### src/design/tcq_pkg.sv
`timescale 1ns / 1ps
// Shared types, constants and lookup functions for the terminal colour quantizer.
package tcq_pkg;

    localparam logic [1:0] DEPTH_MONO    = 2'd0;
    localparam logic [1:0] DEPTH_SIXTEEN = 2'd1;
    localparam logic [1:0] DEPTH_INDEXED = 2'd2;
    localparam logic [1:0] DEPTH_TRUE    = 2'd3;

    localparam logic ACT_COLOUR = 1'b0;
    localparam logic ACT_FORGET = 1'b1;

    // luminance = (299 r + 587 g + 114 b) / 1000
    localparam logic [9:0]  LUM_COEF_R = 10'd299;
    localparam logic [9:0]  LUM_COEF_G = 10'd587;
    localparam logic [9:0]  LUM_COEF_B = 10'd114;
    // floor(x / 1000) = (x * 268436) >> 28 for x < 2^18
    localparam logic [18:0] LUM_RECIP  = 19'd268436;
    localparam int          LUM_SHIFT  = 28;
    // floor(x / 10) = (x * 205) >> 11 for x < 1024
    localparam logic [15:0] STEP_RECIP = 16'd205;
    localparam int          STEP_SHIFT = 11;

    localparam logic [7:0] GREY_OFFSET    = 8'd8;
    localparam logic [7:0] GREY_STRIDE    = 8'd10;
    localparam logic [4:0] GREY_STEP_MAX  = 5'd23;
    localparam logic [7:0] GREY_BASE_CODE = 8'd232;
    localparam logic [7:0] CUBE_BASE_CODE = 8'd16;
    localparam logic [7:0] CUBE_R_STRIDE  = 8'd36;
    localparam logic [7:0] CUBE_G_STRIDE  = 8'd6;
    localparam logic [3:0] ANSI_LAST      = 4'd15;

    typedef struct packed {
        logic       emit;
        logic [1:0] depth;
        logic [7:0] red;
        logic [7:0] green;
        logic [7:0] blue;
    } t_cell_word;

    typedef struct packed {
        logic [7:0] red;
        logic [7:0] green;
        logic [7:0] blue;
        logic [7:0] sgr;
    } t_ansi_entry;

    typedef enum logic [2:0] {
        BK_IDLE,
        BK_LEVEL,
        BK_LUM,
        BK_STEP,
        BK_GREY,
        BK_ANSI,
        BK_DONE
    } t_back_state;

    // nearest of 0,95,135,175,215,255; lower level wins a tie
    function automatic logic [2:0] closest_level(input logic [7:0] v);
        logic [2:0] idx;
        if (v <= 8'd47) begin
            idx = 3'd0;
        end else if (v <= 8'd115) begin
            idx = 3'd1;
        end else if (v <= 8'd155) begin
            idx = 3'd2;
        end else if (v <= 8'd195) begin
            idx = 3'd3;
        end else if (v <= 8'd235) begin
            idx = 3'd4;
        end else begin
            idx = 3'd5;
        end
        return idx;
    endfunction

    function automatic logic [7:0] cube_level(input logic [2:0] idx);
        logic [7:0] lvl;
        case (idx)
            3'd0:    lvl = 8'd0;
            3'd1:    lvl = 8'd95;
            3'd2:    lvl = 8'd135;
            3'd3:    lvl = 8'd175;
            3'd4:    lvl = 8'd215;
            3'd5:    lvl = 8'd255;
            default: lvl = 8'd0;
        endcase
        return lvl;
    endfunction

    function automatic logic [15:0] diff_sq(input logic [7:0] a, input logic [7:0] b);
        logic [7:0] d;
        d = (a >= b) ? (a - b) : (b - a);
        return {8'd0, d} * {8'd0, d};
    endfunction

    function automatic logic [17:0] sq_err(
        input logic [7:0] r1, input logic [7:0] g1, input logic [7:0] b1,
        input logic [7:0] r2, input logic [7:0] g2, input logic [7:0] b2
    );
        return 18'(diff_sq(r1, r2)) + 18'(diff_sq(g1, g2)) + 18'(diff_sq(b1, b2));
    endfunction

    function automatic t_ansi_entry ansi_entry(input logic [3:0] idx);
        t_ansi_entry e;
        case (idx)
            4'd0:    e = '{8'd0,   8'd0,   8'd0,   8'd30};
            4'd1:    e = '{8'd205, 8'd0,   8'd0,   8'd31};
            4'd2:    e = '{8'd0,   8'd205, 8'd0,   8'd32};
            4'd3:    e = '{8'd205, 8'd205, 8'd0,   8'd33};
            4'd4:    e = '{8'd0,   8'd0,   8'd238, 8'd34};
            4'd5:    e = '{8'd205, 8'd0,   8'd205, 8'd35};
            4'd6:    e = '{8'd0,   8'd205, 8'd205, 8'd36};
            4'd7:    e = '{8'd229, 8'd229, 8'd229, 8'd37};
            4'd8:    e = '{8'd127, 8'd127, 8'd127, 8'd90};
            4'd9:    e = '{8'd255, 8'd0,   8'd0,   8'd91};
            4'd10:   e = '{8'd0,   8'd255, 8'd0,   8'd92};
            4'd11:   e = '{8'd255, 8'd255, 8'd0,   8'd93};
            4'd12:   e = '{8'd92,  8'd92,  8'd255, 8'd94};
            4'd13:   e = '{8'd255, 8'd0,   8'd255, 8'd95};
            4'd14:   e = '{8'd0,   8'd255, 8'd255, 8'd96};
            4'd15:   e = '{8'd255, 8'd255, 8'd255, 8'd97};
            default: e = '{8'd0,   8'd0,   8'd0,   8'd30};
        endcase
        return e;
    endfunction

endpackage

### src/design/tcq_front.sv
`timescale 1ns / 1ps
// Front end: input handshake, depth register, repeat suppression and forget handling.
module tcq_front import tcq_pkg::*; (
    input  logic       i_clk,
    input  logic       i_rst_n,
    input  logic       i_valid,
    output logic       o_stall,
    input  logic       i_action,
    input  logic [7:0] i_red,
    input  logic [7:0] i_green,
    input  logic [7:0] i_blue,
    input  logic       i_cfg_valid,
    output logic       o_cfg_ready,
    input  logic [1:0] i_cfg_colour_depth,
    input  logic       i_queue_full,
    output logic       o_push,
    output t_cell_word o_word
);

    logic [1:0] r_depth;
    logic       r_known;
    logic [7:0] r_last_red;
    logic [7:0] r_last_green;
    logic [7:0] r_last_blue;
    logic       n_known;

    logic       w_accept;
    logic       w_repeat;
    logic       w_emit;

    assign o_stall     = i_queue_full;
    assign o_cfg_ready = 1'b1;
    assign w_accept    = i_valid && !i_queue_full;

    assign w_repeat = r_known && (i_red == r_last_red) && (i_green == r_last_green)
                      && (i_blue == r_last_blue);
    assign w_emit   = (i_action == ACT_COLOUR) && (r_depth != DEPTH_MONO) && !w_repeat;

    assign o_push       = w_accept;
    assign o_word.emit  = w_emit;
    assign o_word.depth = r_depth;
    assign o_word.red   = i_red;
    assign o_word.green = i_green;
    assign o_word.blue  = i_blue;

    always_comb begin
        n_known = r_known;
        if (w_accept && i_action == ACT_FORGET) begin
            n_known = 1'b0;
        end else if (w_accept && w_emit) begin
            n_known = 1'b1;
        end
    end

    always_ff @(posedge i_clk) begin
        if (!i_rst_n) begin
            r_depth      <= DEPTH_INDEXED;
            r_known      <= 1'b0;
            r_last_red   <= 8'd0;
            r_last_green <= 8'd0;
            r_last_blue  <= 8'd0;
        end else begin
            r_known <= n_known;
            if (i_cfg_valid && o_cfg_ready) begin
                r_depth <= i_cfg_colour_depth;
            end
            if (w_accept && w_emit) begin
                r_last_red   <= i_red;
                r_last_green <= i_green;
                r_last_blue  <= i_blue;
            end
        end
    end

    a_forget_clears: assert property (@(posedge i_clk) disable iff (!i_rst_n)
        (w_accept && i_action == ACT_FORGET) |=> !r_known)
        else $error("remembered colour survived a forget");

endmodule

### src/design/tcq_queue.sv
`timescale 1ns / 1ps
// Short register queue of classified words between front and back.
module tcq_queue import tcq_pkg::*; #(
    parameter int DEPTH = 2
) (
    input  logic       i_clk,
    input  logic       i_rst_n,
    input  logic       i_push,
    input  t_cell_word i_word,
    output logic       o_full,
    input  logic       i_pop,
    output t_cell_word o_word,
    output logic       o_empty
);

    localparam int PTR_W = $clog2(DEPTH);
    localparam int CNT_W = $clog2(DEPTH + 1);

    t_cell_word         r_mem [DEPTH];
    logic [PTR_W-1:0]   r_wr_ptr;
    logic [PTR_W-1:0]   r_rd_ptr;
    logic [CNT_W-1:0]   r_count;

    assign o_full  = (r_count == CNT_W'(DEPTH));
    assign o_empty = (r_count == '0);
    assign o_word  = r_mem[r_rd_ptr];

    function automatic logic [PTR_W-1:0] ptr_inc(input logic [PTR_W-1:0] p);
        return (p == PTR_W'(DEPTH - 1)) ? '0 : p + 1'b1;
    endfunction

    always_ff @(posedge i_clk) begin
        if (i_push) begin
            r_mem[r_wr_ptr] <= i_word;
        end
    end

    always_ff @(posedge i_clk) begin
        if (!i_rst_n) begin
            r_wr_ptr <= '0;
            r_rd_ptr <= '0;
            r_count  <= '0;
        end else begin
            if (i_push) begin
                r_wr_ptr <= ptr_inc(r_wr_ptr);
            end
            if (i_pop) begin
                r_rd_ptr <= ptr_inc(r_rd_ptr);
            end
            if (i_push && !i_pop) begin
                r_count <= r_count + 1'b1;
            end else if (i_pop && !i_push) begin
                r_count <= r_count - 1'b1;
            end
        end
    end

    a_no_overflow: assert property (@(posedge i_clk) disable iff (!i_rst_n)
        !(i_push && o_full))
        else $error("queue written while full");

    a_no_underflow: assert property (@(posedge i_clk) disable iff (!i_rst_n)
        i_pop |-> !o_empty)
        else $error("queue read while empty");

endmodule

### src/design/tcq_back.sv
`timescale 1ns / 1ps
// Back end: palette search sequencer and output register.
module tcq_back import tcq_pkg::*; (
    input  logic       i_clk,
    input  logic       i_rst_n,
    input  logic       i_empty,
    input  t_cell_word i_word,
    output logic       o_pop,
    output logic       o_valid,
    input  logic       i_stall,
    output logic       o_emit_colour,
    output logic [7:0] o_colour_code,
    output logic [7:0] o_sent_red,
    output logic [7:0] o_sent_green,
    output logic [7:0] o_sent_blue
);

    t_back_state r_state;
    t_back_state n_state;

    t_cell_word  r_w;
    logic [2:0]  r_cr;
    logic [2:0]  r_cg;
    logic [2:0]  r_cb;
    logic [17:0] r_lum_num;
    logic [7:0]  r_lum;
    logic [17:0] r_cube_err;
    logic [4:0]  r_step;
    logic [3:0]  r_idx;
    logic [17:0] r_best_d;
    logic [7:0]  r_code;

    logic        r_out_valid;
    logic        r_out_emit;
    logic [7:0]  r_out_code;
    logic [7:0]  r_out_red;
    logic [7:0]  r_out_green;
    logic [7:0]  r_out_blue;

    logic        w_out_free;
    logic        w_pop;
    logic        w_load;
    logic        w_true;

    logic [36:0] w_lum_prod;
    logic [7:0]  w_lum_off;
    logic [15:0] w_step_prod;
    logic [4:0]  w_step_raw;
    logic [4:0]  w_step;
    logic [7:0]  w_grey;
    logic [17:0] w_grey_err;
    logic [17:0] w_cube_err;
    logic [7:0]  w_cube_code;
    t_ansi_entry w_ansi;
    logic [17:0] w_ansi_d;

    assign w_out_free = !r_out_valid || !i_stall;

    always_comb begin
        n_state = r_state;
        case (r_state)
            BK_IDLE: begin
                if (!i_empty) begin
                    if (i_word.emit && i_word.depth == DEPTH_INDEXED) begin
                        n_state = BK_LEVEL;
                    end else if (i_word.emit && i_word.depth == DEPTH_SIXTEEN) begin
                        n_state = BK_ANSI;
                    end else begin
                        n_state = BK_DONE;
                    end
                end
            end
            BK_LEVEL: n_state = BK_LUM;
            BK_LUM:   n_state = BK_STEP;
            BK_STEP:  n_state = BK_GREY;
            BK_GREY:  n_state = BK_DONE;
            BK_ANSI: begin
                if (r_idx == ANSI_LAST) begin
                    n_state = BK_DONE;
                end
            end
            BK_DONE: begin
                if (w_out_free) begin
                    n_state = BK_IDLE;
                end
            end
            default: n_state = BK_IDLE;
        endcase
    end

    always_comb begin
        w_pop  = 1'b0;
        w_load = 1'b0;
        case (r_state)
            BK_IDLE: w_pop  = !i_empty;
            BK_DONE: w_load = w_out_free;
            default: begin
                w_pop  = 1'b0;
                w_load = 1'b0;
            end
        endcase
    end

    assign o_pop = w_pop;

    // 256 colour datapath
    assign w_lum_prod  = 37'(r_lum_num) * 37'(LUM_RECIP);
    assign w_cube_err  = sq_err(r_w.red, r_w.green, r_w.blue,
                                cube_level(r_cr), cube_level(r_cg), cube_level(r_cb));
    assign w_lum_off   = r_lum - GREY_OFFSET;
    assign w_step_prod = {8'd0, w_lum_off} * STEP_RECIP;
    assign w_step_raw  = w_step_prod[STEP_SHIFT +: 5];
    assign w_step      = (r_lum < GREY_OFFSET) ? 5'd0 :
                         (w_step_raw > GREY_STEP_MAX) ? GREY_STEP_MAX : w_step_raw;
    assign w_grey      = GREY_OFFSET + 8'(r_step) * GREY_STRIDE;
    assign w_grey_err  = sq_err(r_w.red, r_w.green, r_w.blue, w_grey, w_grey, w_grey);
    assign w_cube_code = CUBE_BASE_CODE + 8'(r_cr) * CUBE_R_STRIDE
                         + 8'(r_cg) * CUBE_G_STRIDE + 8'(r_cb);

    // 16 colour datapath
    assign w_ansi   = ansi_entry(r_idx);
    assign w_ansi_d = sq_err(r_w.red, r_w.green, r_w.blue,
                             w_ansi.red, w_ansi.green, w_ansi.blue);

    always_ff @(posedge i_clk) begin
        if (w_pop) begin
            r_w    <= i_word;
            r_code <= 8'd0;
            r_idx  <= 4'd0;
        end
        case (r_state)
            BK_LEVEL: begin
                r_cr      <= closest_level(r_w.red);
                r_cg      <= closest_level(r_w.green);
                r_cb      <= closest_level(r_w.blue);
                r_lum_num <= 18'(r_w.red) * 18'(LUM_COEF_R)
                             + 18'(r_w.green) * 18'(LUM_COEF_G)
                             + 18'(r_w.blue) * 18'(LUM_COEF_B);
            end
            BK_LUM: begin
                r_lum      <= w_lum_prod[LUM_SHIFT +: 8];
                r_cube_err <= w_cube_err;
            end
            BK_STEP: begin
                r_step <= w_step;
            end
            BK_GREY: begin
                r_code <= (w_grey_err < r_cube_err) ? GREY_BASE_CODE + 8'(r_step)
                                                    : w_cube_code;
            end
            BK_ANSI: begin
                r_idx <= r_idx + 1'b1;
                if (r_idx == 4'd0 || w_ansi_d < r_best_d) begin
                    r_best_d <= w_ansi_d;
                    r_code   <= w_ansi.sgr;
                end
            end
            default: begin
                r_step <= r_step;
            end
        endcase
    end

    always_ff @(posedge i_clk) begin
        if (!i_rst_n) begin
            r_state <= BK_IDLE;
        end else begin
            r_state <= n_state;
        end
    end

    assign w_true = r_w.emit && (r_w.depth == DEPTH_TRUE);

    always_ff @(posedge i_clk) begin
        if (w_load) begin
            r_out_emit  <= r_w.emit;
            r_out_code  <= r_code;
            r_out_red   <= w_true ? r_w.red   : 8'd0;
            r_out_green <= w_true ? r_w.green : 8'd0;
            r_out_blue  <= w_true ? r_w.blue  : 8'd0;
        end
    end

    always_ff @(posedge i_clk) begin
        if (!i_rst_n) begin
            r_out_valid <= 1'b0;
        end else if (w_load) begin
            r_out_valid <= 1'b1;
        end else if (!i_stall) begin
            r_out_valid <= 1'b0;
        end
    end

    assign o_valid       = r_out_valid;
    assign o_emit_colour = r_out_emit;
    assign o_colour_code = r_out_code;
    assign o_sent_red    = r_out_red;
    assign o_sent_green  = r_out_green;
    assign o_sent_blue   = r_out_blue;

    a_silent_zero: assert property (@(posedge i_clk) disable iff (!i_rst_n)
        (r_out_valid && !r_out_emit) |->
        (r_out_code == 8'd0 && r_out_red == 8'd0 && r_out_green == 8'd0
         && r_out_blue == 8'd0))
        else $error("suppressed word carries colour data");

    a_ansi_mode: assert property (@(posedge i_clk) disable iff (!i_rst_n)
        (r_state == BK_ANSI) |-> (r_w.emit && r_w.depth == DEPTH_SIXTEEN))
        else $error("16 colour search on a word of another depth");

endmodule

### src/design/terminal_colour_quantizer_unit.sv
`timescale 1ns / 1ps
// Top level of the terminal colour quantizer: front end, word queue and back end.
//
// Input channel (i_valid / o_stall) takes one word per cell: an action bit and an
// RGB888 colour. Output channel (o_valid / i_stall) gives one word per input word:
// emit flag, colour code and the RGB to send in true colour mode.
// The depth register is written over i_cfg_valid / o_cfg_ready; ready is always high.
// The front end decides suppression in the accept cycle and pushes into a queue of
// QUEUE_DEPTH words; the back end drains it one word at a time.
// Back end work per word: no palette search for silent, forget and true colour words;
// in 256 mode it steps through level pick, luminance, grey step and compare; in 16
// mode it tries one palette entry per cycle over 16 entries.
// Sustained rate is set by the back end sequencer.
// A stalled output holds its word; the queue keeps taking input until it fills,
// then o_stall rises. Reset (synchronous, active low) empties the queue and output,
// sets depth to 256 colours and forgets the last colour sent.
module terminal_colour_quantizer_unit import tcq_pkg::*; #(
    parameter int QUEUE_DEPTH = 2
) (
    input  logic       i_clk,
    input  logic       i_rst_n,
    input  logic       i_valid,
    output logic       o_stall,
    input  logic       i_action,
    input  logic [7:0] i_red,
    input  logic [7:0] i_green,
    input  logic [7:0] i_blue,
    output logic       o_valid,
    input  logic       i_stall,
    output logic       o_emit_colour,
    output logic [7:0] o_colour_code,
    output logic [7:0] o_sent_red,
    output logic [7:0] o_sent_green,
    output logic [7:0] o_sent_blue,
    input  logic       i_cfg_valid,
    output logic       o_cfg_ready,
    input  logic [1:0] i_cfg_colour_depth
);

    t_cell_word w_push_word;
    t_cell_word w_pop_word;
    logic       w_push;
    logic       w_pop;
    logic       w_full;
    logic       w_empty;

    tcq_front u_front (
        .i_clk              (i_clk),
        .i_rst_n            (i_rst_n),
        .i_valid            (i_valid),
        .o_stall            (o_stall),
        .i_action           (i_action),
        .i_red              (i_red),
        .i_green            (i_green),
        .i_blue             (i_blue),
        .i_cfg_valid        (i_cfg_valid),
        .o_cfg_ready        (o_cfg_ready),
        .i_cfg_colour_depth (i_cfg_colour_depth),
        .i_queue_full       (w_full),
        .o_push             (w_push),
        .o_word             (w_push_word)
    );

    tcq_queue #(
        .DEPTH (QUEUE_DEPTH)
    ) u_queue (
        .i_clk   (i_clk),
        .i_rst_n (i_rst_n),
        .i_push  (w_push),
        .i_word  (w_push_word),
        .o_full  (w_full),
        .i_pop   (w_pop),
        .o_word  (w_pop_word),
        .o_empty (w_empty)
    );

    tcq_back u_back (
        .i_clk         (i_clk),
        .i_rst_n       (i_rst_n),
        .i_empty       (w_empty),
        .i_word        (w_pop_word),
        .o_pop         (w_pop),
        .o_valid       (o_valid),
        .i_stall       (i_stall),
        .o_emit_colour (o_emit_colour),
        .o_colour_code (o_colour_code),
        .o_sent_red    (o_sent_red),
        .o_sent_green  (o_sent_green),
        .o_sent_blue   (o_sent_blue)
    );

endmodule

### config.mk
export PLATFORM = sky130hd
export DESIGN_NAME = terminal_colour_quantizer_unit
export DESIGN_NICKNAME = d
export VERILOG_FILES = /design/src/design/tcq_pkg.sv /design/src/design/tcq_front.sv /design/src/design/tcq_queue.sv /design/src/design/tcq_back.sv /design/src/design/terminal_colour_quantizer_unit.sv
export SDC_FILE = /design/constraint.sdc
export NUM_CORES = 2
export LEC_CHECK = 0
export BUFFER_PORTS_ARGS = -buffer_cell sky130_fd_sc_hd__buf_2
export CAP_MARGIN = 20
export CORE_MARGIN = 1.5
export CORE_UTILIZATION = 65
export DETAILED_ROUTE_END_ITERATION = 8
export PLACE_DENSITY = 0.83
export SETUP_SLACK_MARGIN = 0.3
export SLEW_MARGIN = 20
export SYNTH_ARGS = -nofsm -noshare
export SYNTH_HDL_FRONTEND = slang
export SYNTH_SLANG_ARGS = --single-unit
### constraint.sdc
create_clock -name i_clk -period 20.6 [get_ports i_clk]
set_input_delay 2.06 -clock i_clk [delete_from_list [all_inputs] [get_ports i_clk]]
set_output_delay 2.06 -clock i_clk [all_outputs]
set_load 0.01 [all_outputs]
==> run summary <==
Syn nets = 5644
Drt total wl = 94900 um
Number of antenna violations at the first check in global routing = 0
Avg Cell Area, Syn = 9.75 um^2
CTS tree = done
Synth Cell Area = 42100 um^2
Crit. End Element = flip-flop
Post-Synthesis Cells = 4319
HP Class = flip-flop to flip-flop
Rel. slew slack = 32.5%
CP startpoint kind = flip-flop
FMAX = 71.5 MHz
Post-CTS sizing = 0
Maxcap violations = 0
Pin count of the biggest net entering global routing = 37
RSZ-0062 raised after global routing = false
Seq cells post-synth = 264
DIE AREA = 66300 um^2
Critical Path RT = 21.13 ns
Fin crit share = 67.9%
Number of flops mapped to enable cells by yosys = 194
Nets@finish = 5730
Outcome = complete, no violations
Starting density of the core = 65.5%
Post-route minimum period = 13.98 ns
Final hold violations = 0
I/O pin cnt = 68
Top cell type by total area after synthesis = fa_1
Remaining antenna violation count = 0
Yosys warns = 0
Cell Count, Final, Fillers Out = 5285
Ant diodes = 0
Slew Limit Fails = 0
Post-CTS Hold Buffers = 0
Inst Count DP = 5227
CP dominant cell by count = fa_1
Global-route wire length before repair = 157000 um
Port bufs = 66
Die height = 257 um
Mean routed wirelength per cell = 18.0 um
Detailed-route vias per instance = 5.72
Layout area overhead = 6.21%
GRT Resource Usage Total = 29.2%
Global route overflow = 0
Detailed-route DRC error count = 0
DR pass1 iterations = 6
Horiz. Die Dim = 257 um
Core Rows = 93
CTS clk-pin slew, worst paths = 0.06 ns
H-Tree Depth = 1
Synth cell types = 94
Setup_tns = 0 ns
DRT iter0 DRCs = 2068
Share of layout cells above drive strength 1 = 6.34%
Worst stage delay on the critical path = 0.67 ns
Gpl congestion = 0.980
Post-CTS Setup Bufs = 0
Placed cell area = 43600 um^2
Vias in the first global route = 31768
Async set-reset flop share out of synthesis = 0%
Max Root-Sink Buffers = 3
CP arrival = 14.51 ns
Critical-path top delay cell = xor2_1
CTS sink cnt = 264
Post-synthesis sequential area ratio = 17.2%
Area share of the largest cell type after synthesis = 23.8%
Core Region = 64200 um^2
HPWL after DPL = 76500 um
Synth area leaders = fa_1 24%, ha_1 24%, edfxtp_1 14%, inv_1 8.6%, dfxtp_1 3.3%
Via count = 30236
Setup violators final = 0
Cts bufs inserted = 31
Layout Skew = 0.0157 ns
Main synth FF type = edfxtp_1
Crit path max fanout = 13
CP Class = flip-flop to flip-flop
Clk root buf = clkbuf_16
Measured slew at the worst slew-check pin = 1.01 ns
Clk_lat worst skew = 0.61 ns
Cell area after layout = 44700 um^2
## registers in the layout (all words and copies together), names as in the netlist, 18 cells and up, named ones only
register / flops
u_back.r_best_d: 18
u_back.r_cube_err: 18
u_back.r_lum_num: 18
u_back.r_w: 27
u_back.w_ansi: 26
u_queue.r_mem: 54
## cell families after synthesis
kind of cell | Yosys count | share of synthesized area (%)
adder cells (fa/ha/maj) | 1296 | 47.4
buffers and inverters | 1026 | 9.23
AND/OR/NAND/NOR | 801 | 9.24
AO/OA/AOI/OAI | 585 | 9.08
flip-flops | 264 | 17.2
XOR/XNOR | 235 | 5.03
multiplexers | 111 | 2.81
other | 1 | 0.00891
## area by class of cell
type | count | area (um^2)
tap | 855 | 1070
timing repair buffer | 105 | 631
sequential | 264 | 7230
inverter | 974 | 3660
fill | 4738 | 19500
multi-input combinational | 3029 | 31000
clock inverter | 23 | 295
clock buffer | 35 | 791
## cells in the mapped netlist (all sizes together), types with 12 or more instances
cell,n
and3,16
inv,973
nand3,36
xor2,78
a21oi,195
nand2,156
dfxtp,70
nor2,274
buf,12
mux2i,65
o21a,25
mux2,45
fa,500
xnor2,157
a31oi,27
o21bai,23
nor2b,69
o21ai,94
a211oi,20
ha,793
and2,62
or2,33
a21o,80
o211ai,13
nand2b,50
nand4,24
nor3,46
clkbuf,40
edfxtp,194
## metrics by stage
step | setup slack [ns] | utilization [%] | hold slack [ns]
2_1_floorplan | 7.57 | - | 0.408
3_3_place_gp | 7.16 | 67.9 | 0.426
3_5_place_dp | 6.78 | 67.9 | 0.426
4_1_cts | 6.70 | 69.6 | 0.441
5_1_grt | 6.00 | 69.6 | 0.448
6_report | 6.62 | 69.6 | 0.442
## routing by layer
metal	part of all wire (%)	up-vias	global-route usage (%)
met3	8.2	223	4.99
li1	-	14172	-
met2	47	1043	49.6
met4	3.7	0	10.2
met5	0	-	0
met1	41	14798	37.6
## worst max-delay path: cells and delay by family (launching register included)
family          cells  cell delay, ns
flops               1            0.51
simple gates        7            1.14
mux                 1            0.26
compound gates     11            2.52
xor+xnor            4            1.37
fa+ha+maj          18            7.66
buf+inv             7            0.40
## placed cells by master (no fill, tap or decap), drive strengths merged, types with 13 or more instances in the layout
cell / count
inv: 978
ha: 793
fa: 500
nor2: 274
a21oi: 195
edfxtp: 194
xnor2: 157
nand2: 156
buf: 105
o21ai: 94
a21o: 80
xor2: 78
dfxtp: 70
nor2b: 69
mux2i: 65
and2: 62
nand2b: 50
nor3: 46
mux2: 45
nand3: 36
clkbuf: 35
or2: 33
a31oi: 27
o21a: 25
nand4: 24
o21bai: 23
a211oi: 20
and3: 16
o211ai: 13
clkinv: 13
## path summary, 6_finish.rpt
| path | start | end | slack (ns) | cells past startpoint |
|---|---|---|---|---|
| worst max register to register | u_back.r_step[1]$_SDFFCE_PP0P_ | u_back.r_code[6]$_DFF_P_ | 6.62 | 48 |
| worst max-delay path | u_back.r_step[1]$_SDFFCE_PP0P_ | u_back.r_code[6]$_DFF_P_ | 6.62 | 48 |
| worst min-delay path | u_back.r_code[1]$_DFF_P_ | u_back.o_colour_code[1]$_DFFE_PP_ | 0.44 | 0 |
| worst min register to register | u_back.r_code[1]$_DFF_P_ | u_back.o_colour_code[1]$_DFFE_PP_ | 0.44 | 0 |
Power is not shown: default switching activity piles up to over one toggle a cycle in this logic, so the estimate is an artifact.
